[config.mk]
export PLATFORM = sky130hd
export DESIGN_NAME = pulse_per_second_lock_detector_flat
export DESIGN_NICKNAME = d
export VERILOG_FILES = /design/src/design/pld_pkg.sv /design/src/design/pld_if.sv /design/src/design/pld_core.sv /design/src/design/pulse_per_second_lock_detector.sv /design/src/flat_wrapper.sv
export SDC_FILE = /design/constraint.sdc
export NUM_CORES = 1
export LEC_CHECK = 0
export BUFFER_PORTS_ARGS = -buffer_cell sky130_fd_sc_hd__buf_2
export CORE_AREA = 5 5 132 228
export DETAILED_ROUTE_END_ITERATION = 12
export DIE_AREA = 0 0 137 233
export SETUP_SLACK_MARGIN = 0.4
export SYNTH_ARGS = -nofsm -noshare
export SYNTH_HDL_FRONTEND = slang
export SYNTH_SLANG_ARGS = --single-unit
[constraint.sdc]
create_clock -name clk -period 11.24 [get_ports clk]
set_input_delay 0.562 -clock clk [delete_from_list [all_inputs] [get_ports clk]]
set_output_delay 0.562 -clock clk [all_outputs]
set_load 0.01 [all_outputs]
[src/design/pld_pkg.sv]
// ----------------------------------------------------------------------------
// pld_pkg
// Shared types and constants for the pulse-per-second lock detector.
// ----------------------------------------------------------------------------
package pld_pkg;

    // Tick counter width and derived limits
    localparam int TICK_WIDTH   = 24;
    localparam int PERIOD_WIDTH = 24;
    localparam int RUN_WIDTH    = 8;
    localparam int TOTAL_WIDTH  = 32;
    localparam int CFG_WIDTH    = 24;
    localparam int CMP_WIDTH    = (TICK_WIDTH > PERIOD_WIDTH) ? TICK_WIDTH : PERIOD_WIDTH;

    localparam logic [TICK_WIDTH-1:0]   TICK_MAX   = {TICK_WIDTH{1'b1}};
    localparam logic [PERIOD_WIDTH-1:0] PERIOD_MAX = {PERIOD_WIDTH{1'b1}};
    localparam logic [RUN_WIDTH-1:0]    RUN_MAX    = {RUN_WIDTH{1'b1}};

    // Register reset values
    localparam logic [PERIOD_WIDTH-1:0] MIN_PERIOD_RST   = 24'd800000;
    localparam logic [PERIOD_WIDTH-1:0] MAX_PERIOD_RST   = 24'd1200000;
    localparam logic [RUN_WIDTH-1:0]    LOCK_AFTER_RST   = 8'd3;
    localparam logic [PERIOD_WIDTH-1:0] LOSS_TIMEOUT_RST = 24'd2800000;

    typedef enum logic [1:0] {
        CFG_MIN_PERIOD   = 2'd0,
        CFG_MAX_PERIOD   = 2'd1,
        CFG_LOCK_AFTER   = 2'd2,
        CFG_LOSS_TIMEOUT = 2'd3
    } cfg_index_t;

    typedef struct packed {
        logic [PERIOD_WIDTH-1:0] min_period;
        logic [PERIOD_WIDTH-1:0] max_period;
        logic [RUN_WIDTH-1:0]    lock_after;
        logic [PERIOD_WIDTH-1:0] loss_timeout;
    } cfg_t;

    typedef struct packed {
        logic                    locked;
        logic                    pulse_seen;
        logic [RUN_WIDTH-1:0]    good_run;
        logic [TOTAL_WIDTH-1:0]  pulse_total;
        logic [PERIOD_WIDTH-1:0] last_period;
    } status_t;

endpackage

[src/design/pld_if.sv]
// ----------------------------------------------------------------------------
// pld_tick_if / pld_status_if
// Valid/ready channels for input ticks and status results.
// ----------------------------------------------------------------------------
interface pld_tick_if;
    logic valid;
    logic ready;
    logic pulse_edge;

    modport source (output valid, output pulse_edge, input ready);
    modport sink   (input valid, input pulse_edge, output ready);
endinterface

interface pld_status_if;
    logic                                 valid;
    logic                                 ready;
    logic                                 locked;
    logic                                 pulse_seen;
    logic [pld_pkg::RUN_WIDTH-1:0]        good_run;
    logic [pld_pkg::TOTAL_WIDTH-1:0]      pulse_total;
    logic [pld_pkg::PERIOD_WIDTH-1:0]     last_period;

    modport source (output valid, output locked, output pulse_seen, output good_run,
                    output pulse_total, output last_period, input ready);
    modport sink   (input valid, input locked, input pulse_seen, input good_run,
                    input pulse_total, input last_period, output ready);
endinterface

[src/design/pld_core.sv]
// ----------------------------------------------------------------------------
// pld_core
// Tick counter, good-pulse run and lock state; one update per step.
// ----------------------------------------------------------------------------
module pld_core (
    input  logic             clk,
    input  logic             rst_n,
    input  pld_pkg::cfg_t    cfg,
    input  logic             step,
    input  logic             pulse_edge,
    output pld_pkg::status_t status
);

    logic [pld_pkg::TICK_WIDTH-1:0]   since_reg, since_next;
    logic [pld_pkg::RUN_WIDTH-1:0]    run_reg, run_next;
    logic                             lock_reg, lock_next;
    logic                             seen_reg, seen_next;
    logic [pld_pkg::TOTAL_WIDTH-1:0]  total_reg, total_next;
    logic [pld_pkg::PERIOD_WIDTH-1:0] period_reg, period_next;

    logic [pld_pkg::TICK_WIDTH-1:0]   since_inc;
    logic [pld_pkg::CMP_WIDTH-1:0]    period_ext;
    logic [pld_pkg::CMP_WIDTH-1:0]    since_ext;
    logic                             in_window;
    logic                             lock_gain;

    always_comb
    begin
        since_inc  = (since_reg == pld_pkg::TICK_MAX) ? pld_pkg::TICK_MAX
                                                      : since_reg + 1'b1;
        period_ext = pld_pkg::CMP_WIDTH'(since_inc);
        in_window  = (period_ext >= pld_pkg::CMP_WIDTH'(cfg.min_period)) &&
                     (period_ext <= pld_pkg::CMP_WIDTH'(cfg.max_period));

        since_next  = since_inc;
        run_next    = run_reg;
        period_next = period_reg;
        total_next  = total_reg;
        seen_next   = seen_reg;

        if (pulse_edge)
        begin
            since_next = '0;
            total_next = total_reg + 1'b1;
            seen_next  = 1'b1;
            if (!seen_reg)
            begin
                // first pulse: no period yet
                run_next = pld_pkg::RUN_WIDTH'(1);
            end
            else
            begin
                if (!in_window)
                    run_next = pld_pkg::RUN_WIDTH'(1);
                else if (run_reg != pld_pkg::RUN_MAX)
                    run_next = run_reg + 1'b1;
                period_next = (period_ext > pld_pkg::CMP_WIDTH'(pld_pkg::PERIOD_MAX))
                            ? pld_pkg::PERIOD_MAX
                            : period_ext[pld_pkg::PERIOD_WIDTH-1:0];
            end
        end

        // gain first, then loss
        since_ext = pld_pkg::CMP_WIDTH'(since_next);
        lock_gain = seen_next && (run_next >= cfg.lock_after);
        lock_next = (lock_reg || lock_gain) &&
                    seen_next && (since_ext < pld_pkg::CMP_WIDTH'(cfg.loss_timeout));
    end

    always_ff @(posedge clk or negedge rst_n)
    begin
        if (!rst_n)
        begin
            since_reg  <= '0;
            run_reg    <= '0;
            lock_reg   <= 1'b0;
            seen_reg   <= 1'b0;
            total_reg  <= '0;
            period_reg <= '0;
        end
        else if (step)
        begin
            since_reg  <= since_next;
            run_reg    <= run_next;
            lock_reg   <= lock_next;
            seen_reg   <= seen_next;
            total_reg  <= total_next;
            period_reg <= period_next;
        end
    end

    // state after the last step is the result
    assign status.locked      = lock_reg;
    assign status.pulse_seen  = seen_reg;
    assign status.good_run    = run_reg;
    assign status.pulse_total = total_reg;
    assign status.last_period = period_reg;

endmodule

[src/design/pulse_per_second_lock_detector.sv]
// ----------------------------------------------------------------------------
// pulse_per_second_lock_detector
// Lock detector for a pulse-per-second source sampled on microsecond ticks.
// ----------------------------------------------------------------------------
// Order: a tick first sits in the input register, then the state/result register
//   updates once the result register is empty or being drained.
// Throughput: one tick per cycle while status.ready does not stall a held result.
// Reset: state and counters clear, registers return to their default values.
module pulse_per_second_lock_detector (
    input  logic                            clk,
    input  logic                            rst_n,
    input  logic                            cfg_we,
    input  pld_pkg::cfg_index_t             cfg_index,
    input  logic [pld_pkg::CFG_WIDTH-1:0]   cfg_data,
    pld_tick_if.sink                        tick,
    pld_status_if.source                    status
);

    pld_pkg::cfg_t    cfg_reg;
    pld_pkg::status_t core_status;

    logic in_valid_reg;
    logic edge_reg;
    logic out_valid_reg;
    logic advance;
    logic step;

    // configuration writes
    always_ff @(posedge clk or negedge rst_n)
    begin
        if (!rst_n)
        begin
            cfg_reg.min_period   <= pld_pkg::MIN_PERIOD_RST;
            cfg_reg.max_period   <= pld_pkg::MAX_PERIOD_RST;
            cfg_reg.lock_after   <= pld_pkg::LOCK_AFTER_RST;
            cfg_reg.loss_timeout <= pld_pkg::LOSS_TIMEOUT_RST;
        end
        else if (cfg_we)
        begin
            unique case (cfg_index)
                pld_pkg::CFG_MIN_PERIOD:
                    cfg_reg.min_period <= cfg_data[pld_pkg::PERIOD_WIDTH-1:0];
                pld_pkg::CFG_MAX_PERIOD:
                    cfg_reg.max_period <= cfg_data[pld_pkg::PERIOD_WIDTH-1:0];
                pld_pkg::CFG_LOCK_AFTER:
                    cfg_reg.lock_after <= cfg_data[pld_pkg::RUN_WIDTH-1:0];
                pld_pkg::CFG_LOSS_TIMEOUT:
                    cfg_reg.loss_timeout <= cfg_data[pld_pkg::PERIOD_WIDTH-1:0];
                default: ;
            endcase
        end
    end

    // advance when the result register is empty or being drained
    assign advance    = !out_valid_reg || status.ready;
    assign step       = in_valid_reg && advance;
    assign tick.ready = !in_valid_reg || advance;

    always_ff @(posedge clk or negedge rst_n)
    begin
        if (!rst_n)
        begin
            in_valid_reg  <= 1'b0;
            out_valid_reg <= 1'b0;
        end
        else
        begin
            if (tick.ready)
                in_valid_reg <= tick.valid;
            if (advance)
                out_valid_reg <= in_valid_reg;
        end
    end

    always_ff @(posedge clk)
    begin
        if (tick.valid && tick.ready)
            edge_reg <= tick.pulse_edge;
    end

    pld_core u_core (
        .clk        (clk),
        .rst_n      (rst_n),
        .cfg        (cfg_reg),
        .step       (step),
        .pulse_edge (edge_reg),
        .status     (core_status)
    );

    assign status.valid       = out_valid_reg;
    assign status.locked      = core_status.locked;
    assign status.pulse_seen  = core_status.pulse_seen;
    assign status.good_run    = core_status.good_run;
    assign status.pulse_total = core_status.pulse_total;
    assign status.last_period = core_status.last_period;

    // lock requires a pulse on record
    a_lock_needs_pulse: assert property (@(posedge clk) disable iff (!rst_n)
        core_status.locked |-> core_status.pulse_seen)
        else $error("lock without any pulse");

    // pulse_seen never drops once set
    a_seen_sticky: assert property (@(posedge clk) disable iff (!rst_n)
        !$fell(core_status.pulse_seen))
        else $error("pulse_seen dropped");

    // a seen pulse implies a nonzero run
    a_run_nonzero: assert property (@(posedge clk) disable iff (!rst_n)
        core_status.pulse_seen |-> (core_status.good_run != '0))
        else $error("zero run after a pulse");

    // input stalls only behind a stalled result
    a_stall_cause: assert property (@(posedge clk) disable iff (!rst_n)
        !tick.ready |-> (out_valid_reg && !status.ready))
        else $error("input stalled without output back-pressure");

endmodule
[src/flat_wrapper.sv]
// flat-port wrapper written by rule: the top's interface ports become plain ports
module pulse_per_second_lock_detector_flat 
  (clk, rst_n, cfg_we, cfg_index, cfg_data, tick_valid, tick_pulse_edge, tick_ready, status_valid, status_locked, status_pulse_seen, status_good_run, status_pulse_total, status_last_period, status_ready);
  pld_tick_if tick_i ();
  pld_status_if status_i ();
  input  logic clk;
  input  logic rst_n;
  input  logic cfg_we;
  input  pld_pkg::cfg_index_t cfg_index;
  input  logic [pld_pkg::CFG_WIDTH-1:0] cfg_data;
  input wire logic [$bits(tick_i.valid)-1:0] tick_valid;
  input wire logic [$bits(tick_i.pulse_edge)-1:0] tick_pulse_edge;
  output wire logic [$bits(tick_i.ready)-1:0] tick_ready;
  output wire logic [$bits(status_i.valid)-1:0] status_valid;
  output wire logic [$bits(status_i.locked)-1:0] status_locked;
  output wire logic [$bits(status_i.pulse_seen)-1:0] status_pulse_seen;
  output wire logic [$bits(status_i.good_run)-1:0] status_good_run;
  output wire logic [$bits(status_i.pulse_total)-1:0] status_pulse_total;
  output wire logic [$bits(status_i.last_period)-1:0] status_last_period;
  input wire logic [$bits(status_i.ready)-1:0] status_ready;
  assign tick_i.valid = tick_valid;
  assign tick_i.pulse_edge = tick_pulse_edge;
  assign tick_ready = tick_i.ready;
  assign status_valid = status_i.valid;
  assign status_locked = status_i.locked;
  assign status_pulse_seen = status_i.pulse_seen;
  assign status_good_run = status_i.good_run;
  assign status_pulse_total = status_i.pulse_total;
  assign status_last_period = status_i.last_period;
  assign status_i.ready = status_ready;
  pulse_per_second_lock_detector u_core (.clk(clk), .rst_n(rst_n), .cfg_we(cfg_we), .cfg_index(cfg_index), .cfg_data(cfg_data), .tick(tick_i), .status(status_i));
endmodule
# Yosys cells after proc, flatten, opt, wreduce, memory -nomap -nowiden
# Index checks and enable logic that the tools add are counted.
[op_classes]
add_sub_neg = 3
magnitude_cmp = 5
n_eq_ne = 5
n_mux = 8
reduce_logical = 18
[ops]
columns = ["operator", "n"]
rows = [
  ["24-bit 2-to-1 mux", 3],
  ["32-bit by 1-bit adder with 32-bit output, second input constant", 1],
  ["8-bit 2-to-1 mux", 4],
  ["24-bit by 1-bit adder with 24-bit output, second input constant", 1],
  ["24-bit equality test, second input constant", 1],
  ["24-bit >= comparator", 1],
  ["24-bit greater-than comparator, second input constant", 1],
  ["24-bit less-or-equal comparator", 1],
  ["24-bit < comparator", 1],
  ["2-bit AND reduction", 5],
  ["8-bit by 1-bit adder with 8-bit output, second input constant", 1],
  ["8-bit >= comparator", 1],
  ["8-bit != test, second input constant", 1],
  ["1-bit logical AND", 6],
  ["2-bit equality test, second input constant", 2],
  ["1-bit logical OR", 3],
  ["3-bit AND reduction", 1],
  ["2-bit by 1-bit equality test with 1-bit output, second input constant", 1],
  ["1-bit logical NOT", 2],
  ["2-bit logical NOT", 1],
  ["1-bit 2-to-1 mux", 1],
]
[totals]
regBits = 173
out_inout_bits = 68
wordCells = 52

# Longest topological paths before layout
# Gate-level depths: netlist of the first run.
[logic_depth]
ltp_word = 12
mapped_depth = 25
ltp_nobuf = 23

# Cells and area by module
# A second synthesis of the first run with hierarchy kept.
[unflattened]
hier_cells = 940
area_unflattened_um2 = 9763.1
[modules_own_cells]
columns = ["module", "n_inst", "cells_per_inst", "area_each_um2", "seq_area_each_um2"]
rows = [
  ["pld_core", 1, 761, 6615.1, 2252.2],
  ["pulse_per_second_lock_detector", 1, 179, 3148.0, 2113.3],
]

# Least setup slack after synthesis of the first run
# Ideal clock, no wire load.
[synth_timing]
kind = "reg-to-reg"
from = "reg u_core.u_core.since_reg[8] in the netlist's numbering"
to = "reg u_core.u_core.lock_reg"
setup_time_ns = 0.135
arrival_time_ns = 4.847
setup_slack_ns = 6.258
path_stages_with_launch = 24
n_path_buf = 1
path_cell_list = "dfrtp_1 > and4_1 > and3_1 > nand4_1 > nor3_1 > and3_1 > o21bai_1 > inv_1 > ha_1 > and3_1 > nand4_1 > or3_1 > or4_4 > buf_6 > a221o_1 > o21ai_1 > ha_1 > nand2b_1 > a21o_1 > a21oi_1 > o21ai_0 > a211o_1 > o211ai_1 > a221oi_1"
[synth_between]
elab_chain_len = 12
[synth_lines]
columns = ["item", "line_no", "source"]
rows = [
  ["start, declared", "pld_core.sv:14", "logic [pld_pkg::TICK_WIDTH-1:0] since_reg, since_next;"],
  ["start signal, assigned", "pld_core.sv:83", "since_reg <= since_next;"],
  ["24-bit by 1-bit adder with 24-bit output / 24-bit equality test (equally long branches)", "pld_core.sv:30, pld_core.sv:29", ""],
  ["24-bit 2-to-1 mux (*)", "pld_core.sv:29", "since_inc = (since_reg == pld_pkg::TICK_MAX) ? pld_pkg::TICK_MAX"],
  ["24-bit >= comparator / 24-bit less-or-equal comparator (equally long branches)", "pld_core.sv:32, pld_core.sv:33", ""],
  ["1-bit logical AND", "pld_core.sv:32", "in_window = (period_ext >= pld_pkg::CMP_WIDTH'(cfg.min_period)) &&"],
  ["8-bit 2-to-1 mux", "pld_core.sv:53", "if (!in_window)"],
  ["8-bit 2-to-1 mux", "pld_core.sv:46", "if (!seen_reg)"],
  ["8-bit 2-to-1 mux", "pld_core.sv:41", "if (pulse_edge)"],
  ["8-bit >= comparator", "pld_core.sv:65", "lock_gain = seen_next && (run_next >= cfg.lock_after);"],
  ["1-bit logical AND", "pld_core.sv:65", ""],
  ["1-bit logical OR", "pld_core.sv:66", "lock_next = (lock_reg || lock_gain) &&"],
  ["1-bit logical AND", "pld_core.sv:66", ""],
  ["1-bit logical AND (*)", "pld_core.sv:67", "seen_next && (since_ext < pld_pkg::CMP_WIDTH'(cfg.loss_timeout));"],
  ["end signal, assigned", "pld_core.sv:85", "lock_reg <= lock_next;"],
  ["end, declared", "pld_core.sv:16", "logic lock_reg, lock_next;"],
]
# Mark *: on every way between the ends. The rest lies on a longest branch, timed or not.
# A chain may end at the register's enable or synchronous reset.

# Worst setup path in the final report of the first run
[layout_timing]
from = "reg u_core.u_core.since_reg[2] in the netlist's numbering"
to = "reg u_core.u_core.lock_reg"
# Same word-level chain as after synthesis.

==> flow_metrics.py, run 1 <==
metrics = {
    "die": {
        "die_h_um": 233,
        "start_util": 0.344,
        "pin_count": 100,
        "die-area_um2": 31900,
        "core_um2": 27900,
        "num_rows": 81,
        "die_w_um": 137,
    },
    "grt": {
        "antenna_found_initial": 1,
        "track_usage": 0.162,
        "gr-total-overflow": 0,
        "grt_pass1_wl_um": 40200,
        "grt_pass1_vias": 7606,
        "grt_max_degree": 63,
    },
    "clock_tree": {
        "clk_transition_reported_paths_ns": 0.07,
        "cts_tree": "built",
        "cts_buffers": 17,
        "cts_hold_buf": 0,
        "clock_latency_ns": 0.45,
        "cts_buffer_depth": 2,
        "cts-root-buf": "clkbuf_16",
        "post_cts_buffers": 0,
        "cts_resized": 0,
        "cts-htree-levels": 4,
        "cts.sinks": 173,
    },
    "synth": {
        "synth_area_leaders": "dfrtp_1 38%, ha_1 11%, mux2_2 6.9%, dfstp_2 6.8%, inv_1 4.2%",
        "yosysUniqueCellTypes": 56,
        "yosysWarnings": 0,
        "ys_ff_latch": 173,
        "seq_area_frac_synth": 0.455,
        "synth-xor-area-share": 0.0411,
        "synth_ff_type": "dfrtp_1",
        "syn_inst": 980,
        "synthMuxAreaShare": 0.0703,
        "synthAdderAreaFrac": 0.107,
        "postSynthAreaPerCell_um2": 9.79,
        "synth_simple_gate_area_frac": 0.148,
        "postSynth.asyncResetShare": 0.994,
        "synth_top_family_by_area": "simple AND/OR/NAND/NOR gates",
        "synth_edf_count": 1,
        "synth_nets": 1094,
        "synth.largest_area_cell": "dfrtp_1",
        "synth_compound_gate_area_share": 0.124,
        "syn-cell-area_um2": 9590,
        "post-synth-top-area-fraction": 0.383,
    },
    "critical_path": {
        "crit_type": "register to register",
        "cpPeakStageDelay_ns": 0.92,
        "cp.arrival_ns": 6.15,
        "critPathMaxFanout": 13,
        "cp_slowest_cell": "o2111ai_1",
        "required_ns": 11.54,
        "cp_cell_sequence": "and4_1, and2_1, nand4_1, nor3_1, and3_1, o21bai_1, inv_1, ha_1, and3_1, nand4_1, or3_1, o2111ai_1, a221o_1, o21ai_1, ha_1, nand2b_1, a21o_1, a21oi_1, o21ai_0, a211o_1, o211ai_1, a221oi_1",
        "crit_path_end_kind": "register",
        "start_kind": "register",
    },
    "place": {
        "placed_cells": 1429,
        "gp_congestion": 0.902,
        "dp.final_hpwl_um": 19600,
        "numPortBuffers": 99,
    },
    "timing": {
        "slew-limit-headroom": 0.250,
        "fin_crit_sh": 0.520,
        "slew_violations": 0,
        "skew_ns": 0.0129,
        "rsz0062_at_grt": "false",
        "setup_viol": 0,
        "worst_pin_slew_ns": 1.12,
        "max_freq_ghz": 0.171,
        "final_hold_viol_count": 0,
        "fin_crit_ns": 5.84,
        "finalSetupTns_ns": 0,
    },
    "layout": {
        "final_cell_mix": "147 x dfrtp_1, 107 x inv_1, 107 x nand2_1",
        "n_antenna_cell": 0,
        "largest_register_ffs": 80,
        "drive_above_1_share": 0.212,
        "mostFrequentLayoutCell": "dfrtp_1",
        "area_growth_pct": 15.0,
        "final-instance-count-excl-fill": 1461,
        "seqCellArea_um2": 4370,
        "fillers": 2765,
        "nets": 1189,
        "multi_input_area_um2": 4710,
    },
    "drt": {
        "vias": 7279,
        "ant_nets": 0,
        "wirelength_um": 24900,
        "dr.first_iter.drc_count": 447,
        "routedWlPerCell_um": 17.0,
        "vias_per_cell": 4.98,
        "drtPass1Iterations": 4,
        "drc_errors": 0,
    },
    "power": {
        "ir_drop_mv": 0.118,
        "seqPwrFrac": 0.479,
        "switching_power_uw": 455,
        "internal_power_mw": 1.10,
        "p_leak_nw": 5.58,
        "p_per_area_nw_per_um2": 141,
        "p_sw_frac": 0.292,
        "p_comb_frac": 0.169,
        "p_clk_frac": 0.351,
    },
    "run": {
        "maxCapViolCount": 0,
    },
    "hold_path": {
        "hold_class": "input port to async pin",
    },
    "status": {
        "status": "complete, no violations",
    },
}
## cells by family after synthesis
group | Yosys count
AOI/OAI and AO/OA | 181
xor gates and xnor gates | 45
adders and majority gates | 82
buffers and inverters | 138
DFF | 173
muxes | 60
and+or+nand+nor | 301
## final timing paths
kind	startpoint	to	slack (ns)	cells after the start
max	u_core.u_core.since_reg[2]$_DFFE_PN0P_	u_core.u_core.lock_reg$_DFFE_PN0P_	5.40	22
max reg2reg	u_core.u_core.since_reg[2]$_DFFE_PN0P_	u_core.u_core.lock_reg$_DFFE_PN0P_	5.40	22
max in group asynchronous	rst_n	u_core.u_core.run_reg[2]$_DFFE_PN0P_	9.97	2
min in group clk	tick_pulse_edge	u_core.edge_reg$_DFFE_PP_	0.29	1
min reg2reg	u_core.u_core.total_reg[31]$_DFFE_PN0P_	u_core.u_core.total_reg[31]$_DFFE_PN0P_	0.47	1
min	rst_n	u_core.cfg_reg[16]$_DFFE_PN0P_	0.09	1
## power by group through the flow
stage               clock (mW)  sequential, mW  combinational (mW)
CTS                      0.565           0.745               0.269
floorplan                    0           0.751               0.165
global placement             0           0.753               0.263
finish                   0.546           0.745               0.263
global route             0.589           0.754               0.302
detailed placement           0           0.757               0.267
## per-stage QoR
| stage | hold slack [ns] | worst slack (ns) | util | area [um^2] | power [mW] |
|---|---|---|---|---|---|
| 4_1_cts | 0.0862 | 5.37 | 0.396 | 11000 | 1.58 |
| 3_5_place_dp | 0.459 | 5.41 | 0.377 | 10500 | 1.02 |
| 5_1_grt | 0.120 | 4.83 | 0.396 | 11000 | 1.64 |
| 2_1_floorplan | 0.266 | 6.26 | - | 9590 | 0.916 |
| 3_3_place_gp | 0.453 | 5.42 | 0.377 | 10500 | 1.02 |
| 6_report | 0.0879 | 5.40 | 0.396 | 11000 | 1.55 |
## routing by layer
| metal | share of wire | vias to the layer above | track usage |
|---|---|---|---|
| met2 | 0.55 | 131 | 0.302 |
| li1 | - | 3597 | - |
| met5 | 0.00044 | - | 0 |
| met4 | 0.030 | 2 | 0.0693 |
| met1 | 0.39 | 3504 | 0.177 |
| met3 | 0.035 | 45 | 0.0296 |
## final cells by class
class | instances | area share
clock buffers | 19 | 0.0401
clock inverters | 13 | 0.00828
inverters | 107 | 0.0364
multi-input cells | 669 | 0.426
flip-flops and latches | 173 | 0.396
well taps | 373 | 0.0423
repair buffers | 107 | 0.0509
## critical path: cells and delay by family, from the launching register on
| kind | cells | cell delay, ns |
|---|---|---|
| buffers and inverters | 1 | 0.12 |
| AOI/OAI and AO/OA | 10 | 2.37 |
| adders and majority gates | 2 | 0.61 |
| DFF | 1 | 0.45 |
| and+or+nand+nor | 9 | 2.14 |
## synth_stat cells, types with 12 or more instances
cell and count:
mux2_2 59, nand3_1 26, a21oi_1 28, ha_1 82
dfstp_2 25, clkbuf_1 27, nand4_1 31, xnor2_1 33
and3_1 16, o31ai_1 17, nor2_1 70, inv_1 107
xor2_1 12, o21ai_0 66, nand2_1 107, dfrtp_1 147
No activity file was read; power rests on OpenSTA's default activity.
==> inputs of run 2 (changes only) <==
Clock period 11.24 ns to 5.9 ns, I/O delays scaled along.
==> run 2 against run 1 <==
  * Via count up 3.9%
  * Critical path depth did not move
  * Core utilization grew 1.3 points
  * Die area did not move
  * Cell area up 3.4%
  * Critical path type unchanged
  * Largest power group unchanged
  * Highest routed layer unchanged
==> flow_metrics.py, run 2 (synthesized netlist as in run 1, its figures left out) <==
metrics = {
    "power": {
        "p_clk_frac": 0.381,
        "ir_drop_mv": 0.233,
        "p_sw_frac": 0.276,
        "seqPwrFrac": 0.457,
        "internal_power_mw": 2.25,
        "switching_power_uw": 860,
        "p_per_area_nw_per_um2": 273,
        "p_leak_nw": 5.77,
        "p_comb_frac": 0.163,
    },
    "drt": {
        "routedWlPerCell_um": 17.3,
        "ant_nets": 0,
        "drc_errors": 0,
        "vias": 7562,
        "dr.first_iter.drc_count": 389,
        "drtPass1Iterations": 5,
        "vias_per_cell": 5.06,
        "wirelength_um": 25900,
    },
    "timing": {
        "fin_crit_ns": 5.23,
        "fin_crit_sh": 0.887,
        "rsz0062_at_grt": "false",
        "slew_violations": 0,
        "setup_viol": 0,
        "finalSetupTns_ns": 0,
        "final_hold_viol_count": 0,
        "worst_pin_slew_ns": 0.887,
        "skew_ns": 0.0107,
        "max_freq_ghz": 0.191,
        "slew-limit-headroom": 0.405,
    },
    "grt": {
        "grt_pass1_wl_um": 40800,
        "grt_pass1_vias": 7601,
        "gr-total-overflow": 0,
        "antenna_found_initial": 1,
        "grt_max_degree": 68,
        "track_usage": 0.167,
    },
    "status": {
        "status": "complete, no violations",
    },
    "die": {
        "num_rows": 81,
        "die_w_um": 137,
        "die_h_um": 233,
        "pin_count": 100,
        "core_um2": 27900,
        "start_util": 0.344,
        "die-area_um2": 31900,
    },
    "clock_tree": {
        "cts.sinks": 173,
        "cts_buffers": 17,
        "clock_latency_ns": 0.45,
        "cts_tree": "built",
        "cts-root-buf": "clkbuf_16",
        "cts-htree-levels": 4,
        "cts_buffer_depth": 2,
        "clk_transition_reported_paths_ns": 0.07,
    },
    "layout": {
        "final_cell_mix": "145 x dfrtp_1, 107 x inv_1, 107 x nand2_1",
        "stdcell_area_um2": 11400,
        "area_growth_pct": 18.9,
        "nets": 1221,
        "n_antenna_cell": 0,
        "largest_register_ffs": 80,
        "drive_above_1_share": 0.242,
        "mostFrequentLayoutCell": "dfrtp_1",
        "fillers": 2719,
    },
    "critical_path": {
        "start_kind": "register",
        "crit_path_end_kind": "register",
        "r2r-end": "u_core.u_core.lock_reg$_DFFE_PN0P_",
        "critPathMaxFanout": 5,
        "crit_type": "register to register",
        "rrSetupSlack_ns": 0.67,
        "rr_worst_depth": 22,
        "timing.rr.start": "u_core.u_core.since_reg[9]$_DFFE_PN0P_",
        "required_ns": 6.19,
        "cp.arrival_ns": 5.53,
    },
    "place": {
        "numPortBuffers": 99,
        "gp_congestion": 0.905,
        "place_area_um2": 10600,
        "dp.final_hpwl_um": 20000,
    },
    "hold_path": {
        "hold_class": "input port to register",
        "hold_path_end": "u_core.in_valid_reg$_DFFE_PN0N_",
        "holdPathStages": 2,
        "hp-start": "tick_valid",
    },
    "run": {
        "maxCapViolCount": 0,
    },
}
[run 2: what timing repair did]
action                     CTS  global route
hold buffers                 2             0
resized for setup            2            13
hold endpoints to repair    47             0
gates cloned                 0             0
setup endpoints to repair    1             1
pin swaps                    1             4
buffers inserted             0            15
[run 2: power groups by stage]
stage / Combinational (mW) / Clock, mW / Sequential (mW)
6_report: 0.507 / 1.19 / 1.42
5_1_grt: 0.579 / 1.26 / 1.44
4_1_cts: 0.513 / 1.22 / 1.42
3_5_place_dp: 0.505 / 0 / 1.45
3_3_place_gp: 0.497 / 0 / 1.44
2_1_floorplan: 0.314 / 0 / 1.43
[run 2: worst max-delay path by stage]
stage	from	end	slack, ns	cells after the start
global route	u_core.u_core.since_reg[2]$_DFFE_PN0P_	u_core.u_core.lock_reg$_DFFE_PN0P_	0.39	20
detailed placement	u_core.u_core.since_reg[2]$_DFFE_PN0P_	u_core.u_core.lock_reg$_DFFE_PN0P_	0.34	22
finish	u_core.u_core.since_reg[9]$_DFFE_PN0P_	u_core.u_core.lock_reg$_DFFE_PN0P_	0.67	22
global placement	u_core.u_core.since_reg[2]$_DFFE_PN0P_	u_core.u_core.lock_reg$_DFFE_PN0P_	0.44	22
floorplan	u_core.u_core.since_reg[8]$_DFFE_PN0P_	u_core.u_core.lock_reg$_DFFE_PN0P_	0.92	23
CTS	u_core.u_core.since_reg[2]$_DFFE_PN0P_	u_core.u_core.lock_reg$_DFFE_PN0P_	0.50	22
[run 2: metal layers]
layer,track usage,vias to the layer above,wire (um),part of all wire
li1,-,3663,-,-
met1,0.178,3668,9810,0.38
met2,0.301,178,13800,0.53
met3,0.0314,51,1030,0.040
met4,0.0943,2,1240,0.048
met5,0,-,11,0.00042
[run 2: worst max-delay path, cell delays in order (launching register included)]
cell      delay, ns
dfrtp_1        0.41
and4_4         0.27
and3_4         0.20
nand4_1        0.19
nor3_2         0.31
and3_1         0.22
o21bai_2       0.14
inv_1          0.09
ha_1           0.30
and3_1         0.17
nand4_1        0.14
or3_4          0.39
or4_4          0.55
a221o_1        0.36
o21ai_1        0.09
ha_1           0.24
nand2b_1       0.14
a21o_1         0.17
a21oi_1        0.13
o21ai_0        0.10
a211o_1        0.29
o211ai_1       0.08
a221oi_1       0.09
[run 2: metrics by stage]
stage / instances / hold slack [ns] / setup WS (ns) / utilization / total power, mW
floorplan: 980 / -0.000591 / 0.918 / - / 1.74
global placement: 1444 / 0.291 / 0.442 / 0.381 / 1.93
detailed placement: 1444 / 0.287 / 0.343 / 0.381 / 1.95
CTS: 1478 / 0.0277 / 0.498 / 0.404 / 3.15
global route: 1493 / 0.0492 / 0.391 / 0.409 / 3.27
finish: 1493 / 0.0445 / 0.668 / 0.409 / 3.11
[run 2: cell type report]
| class | instances | area, um^2 | share of cell area |
|---|---|---|---|
| multi-input cells | 669 | 4750 | 0.416 |
| clock buffers | 24 | 482 | 0.0422 |
| clock inverters | 8 | 131 | 0.0115 |
| flip-flops and latches | 173 | 4370 | 0.383 |
| repair buffers | 139 | 807 | 0.0707 |
| well taps | 373 | 467 | 0.0409 |
| inverters | 107 | 402 | 0.0352 |
==> inputs of run 3 (changes only) <==
Settings changed: CORE_AREA 5 5 132 228 to 5 5 133 229, DIE_AREA 0 0 137 233 to 0 0 138 234, SYNTH_HIERARCHICAL from default to 1.
==> run 3 against run 2 <==
  * Clock skew is 0.00059 ns lower
  * Sequential power hardly changed
  * Critical path depth is 1 higher
  * Clock power is 3% lower
  * Setup slack better by 0.034 ns
  * Via count is 4.7% lower
  * Non-clock buffer count is 28 lower
  * Count of clock-buffer cells in the layout is 5 lower
  * Register-to-register slack better by 0.03 ns
  * Critical endpoint is now u_core/u_core/lock_reg$_DFFE_PN0P_
  * Largest power group unchanged
  * Highest routed layer is now met4
==> flow_metrics.py, run 3 <==
metrics = {
    "drt": {
        "routedWlPerCell_um": 18.1,
        "drc_errors": 0,
        "ant_nets": 0,
        "vias_per_cell": 5.03,
        "dr.first_iter.drc_count": 368,
        "wirelength_um": 26000,
        "vias": 7210,
        "drtPass1Iterations": 4,
    },
    "critical_path": {
        "crit_type": "register to register",
        "path_common_cell": "ha_1",
        "critPathTopFamily": "simple AND/OR/NAND/NOR gates",
        "cpPeakStageDelay_ns": 0.52,
        "cp_num_buf_inv": 1,
        "cp_slowest_cell": "or4_1",
        "cp.arrival_ns": 5.51,
        "start_kind": "register",
        "critPathMaxFanout": 15,
        "crit_path_end_kind": "register",
        "rr_worst_depth": 23,
        "required_ns": 6.21,
        "timing.rr.start": "u_core/u_core/since_reg[0]$_DFFE_PN0P_",
        "cp_cell_sequence": "ha_1, nand4_4, or3_4, nor3_4, and3_1, nand3_1, o21ai_2, inv_1, ha_1, and4_1, nand2_1, or4_1, o311a_4, o2111ai_1, o221ai_1, ha_1, nand2b_1, a21o_1, a21o_1, a21oi_1, o211ai_1, nand4_1, o22ai_1",
        "r2r-end": "u_core/u_core/lock_reg$_DFFE_PN0P_",
        "crit_start": "u_core/u_core/since_reg[0]$_DFFE_PN0P_",
        "rrSetupSlack_ns": 0.70,
    },
    "die": {
        "die_w_um": 138,
        "die-area_um2": 32300,
        "start_util": 0.342,
        "pin_count": 100,
        "core_um2": 28500,
        "die_h_um": 234,
        "num_rows": 82,
    },
    "grt": {
        "grt_pass1_vias": 7386,
        "track_usage": 0.164,
        "grt_pass1_wl_um": 40700,
        "gr-total-overflow": 0,
        "grt_max_degree": 81,
        "antenna_found_initial": 0,
    },
    "timing": {
        "setup_slack_ns": 0.702,
        "hold_slack_ns": 0.0328,
        "skew_ns": 0.0101,
        "slew_violations": 0,
        "setup_viol": 0,
        "max_freq_ghz": 0.192,
        "finalSetupTns_ns": 0,
        "rsz0062_at_grt": "false",
        "fin_crit_sh": 0.881,
        "fin_crit_ns": 5.20,
        "final_hold_viol_count": 0,
        "worst_pin_slew_ns": 1.09,
        "slew-limit-headroom": 0.269,
    },
    "clock_tree": {
        "cts.sinks": 173,
        "cts-root-buf": "clkbuf_16",
        "clock_latency_ns": 0.45,
        "clk_transition_reported_paths_ns": 0.07,
        "cts_tree": "built",
        "cts_buffers": 17,
        "cts-htree-levels": 4,
        "cts_buffer_depth": 2,
    },
    "synth": {
        "syn-cell-area_um2": 9760,
        "yosysWarnings": 6,
        "ys_ff_latch": 173,
        "post-synth-top-area-fraction": 0.377,
        "postSynthAreaPerCell_um2": 10.4,
        "synth.largest_area_cell": "dfrtp_1",
        "yosysUniqueCellTypes": 63,
        "synth_nets": 1054,
        "synth_edf_count": 1,
        "synth_ff_type": "dfrtp_1",
        "syn_inst": 940,
        "synth_area_leaders": "dfrtp_1 38%, mux2_2 12%, ha_1 11%, dfstp_2 6.7%, inv_1 4.4%",
        "synthTopCellsByCount": "147 x dfrtp_1, 114 x inv_1, 100 x mux2_2",
        "postSynth.asyncResetShare": 0.994,
        "seq_area_frac_synth": 0.447,
        "yosysMostFrequentCell": "dfrtp_1",
    },
    "place": {
        "gp_congestion": 0.958,
        "dp.final_hpwl_um": 20400,
        "place_area_um2": 10700,
        "placed_cells": 1399,
        "pre_cts_ws_ns": 0.544,
        "numPortBuffers": 99,
    },
    "layout": {
        "final_core_util": 0.396,
        "stdcell_area_um2": 11300,
        "final_cell_mix": "147 x dfrtp_1, 114 x inv_1, 100 x mux2_2",
        "final-instance-count-excl-fill": 1432,
        "n_antenna_cell": 0,
        "multi_input_area_um2": 4840,
        "area_growth_pct": 15.8,
        "seqCellArea_um2": 4370,
        "fillers": 2850,
        "mostFrequentLayoutCell": "dfrtp_1",
        "nets": 1155,
        "drive_above_1_share": 0.273,
        "largest_register_ffs": 80,
    },
    "run": {
        "maxCapViolCount": 0,
    },
    "hold_path": {
        "holdPathStages": 1,
        "hold_class": "input port to register",
        "hp-start": "tick_pulse_edge",
        "hold_path_end": "u_core/edge_reg$_DFFE_PP_",
    },
    "power": {
        "p_per_area_nw_per_um2": 277,
        "ir_drop_mv": 0.219,
        "p_leak_nw": 5.76,
        "total_power_mw": 3.13,
    },
    "status": {
        "status": "complete, no violations",
    },
}
==> run 3: cell count changes after synthesis, sizes merged, moves of 13 or more <==
cell,change
mux2,+42
nand2,-31
o21ai,-28
o31ai,-16
clkbuf,-13
nor2,-13
==> run 3: repair_timing <==
| action | in CTS | in global routing |
|---|---|---|
| hold buffers | 1 | 0 |
| gates resized for setup | 0 | 7 |
| hold endpoints to repair | 20 | 0 |
| setup endpoints to repair | 0 | 1 |
| setup buffers | 0 | 0 |
==> run 3: metal layers <==
metal | vias up | wire length, um | global-route usage
met4 | 0 | 1460 | 0.101
met3 | 56 | 804 | 0.0304
met2 | 159 | 14700 | 0.322
met5 | - | 0 | 0
met1 | 3516 | 9040 | 0.156
li1 | 3479 | - | -
==> run 3: worst max path at each step <==
stage                                         endpoint  cells past startpoint  slack (ns)
finish              u_core/u_core/lock_reg$_DFFE_PN0P_                     23        0.70
floorplan           u_core/u_core/lock_reg$_DFFE_PN0P_                     23        0.97
global placement    u_core/u_core/lock_reg$_DFFE_PN0P_                     24        0.68
global route        u_core/u_core/lock_reg$_DFFE_PN0P_                     23        0.41
detailed placement  u_core/u_core/lock_reg$_DFFE_PN0P_                     24        0.54
CTS                 u_core/u_core/lock_reg$_DFFE_PN0P_                     24        0.53
==> run 3: kinds of logic after synthesis <==
family	synth area share
xor gates and xnor gates	0.0395
DFF	0.447
AOI/OAI and AO/OA	0.0938
buffers and inverters	0.0607
adders and majority gates	0.105
and+or+nand+nor	0.134
muxes	0.120
==> run 3: area by class of cell <==
type	instances	area share
clock buffer	19	0.0392
clock inverter	13	0.0136
inverter	114	0.0379
multi-input combinational	624	0.428
sequential	173	0.386
tap	378	0.0418
timing repair buffer	111	0.0529
==> run 3: worst register-to-register path: cells and delay by family, from the launching register on <==
family          cells  cell delay [ns]
compound gates      9             1.56
fa+ha+maj           3             0.84
simple gates       10             2.15
flops               1             0.40
buf+inv             1             0.11
==> run 3: power by group <==
group | switching (mW) | internal (mW) | leakage (nW) | total [mW]
logic | 0.311 | 0.232 | 3.29 | 0.543
registers | 0.0904 | 1.35 | 2.18 | 1.44
clock network | 0.506 | 0.647 | 0.297 | 1.15
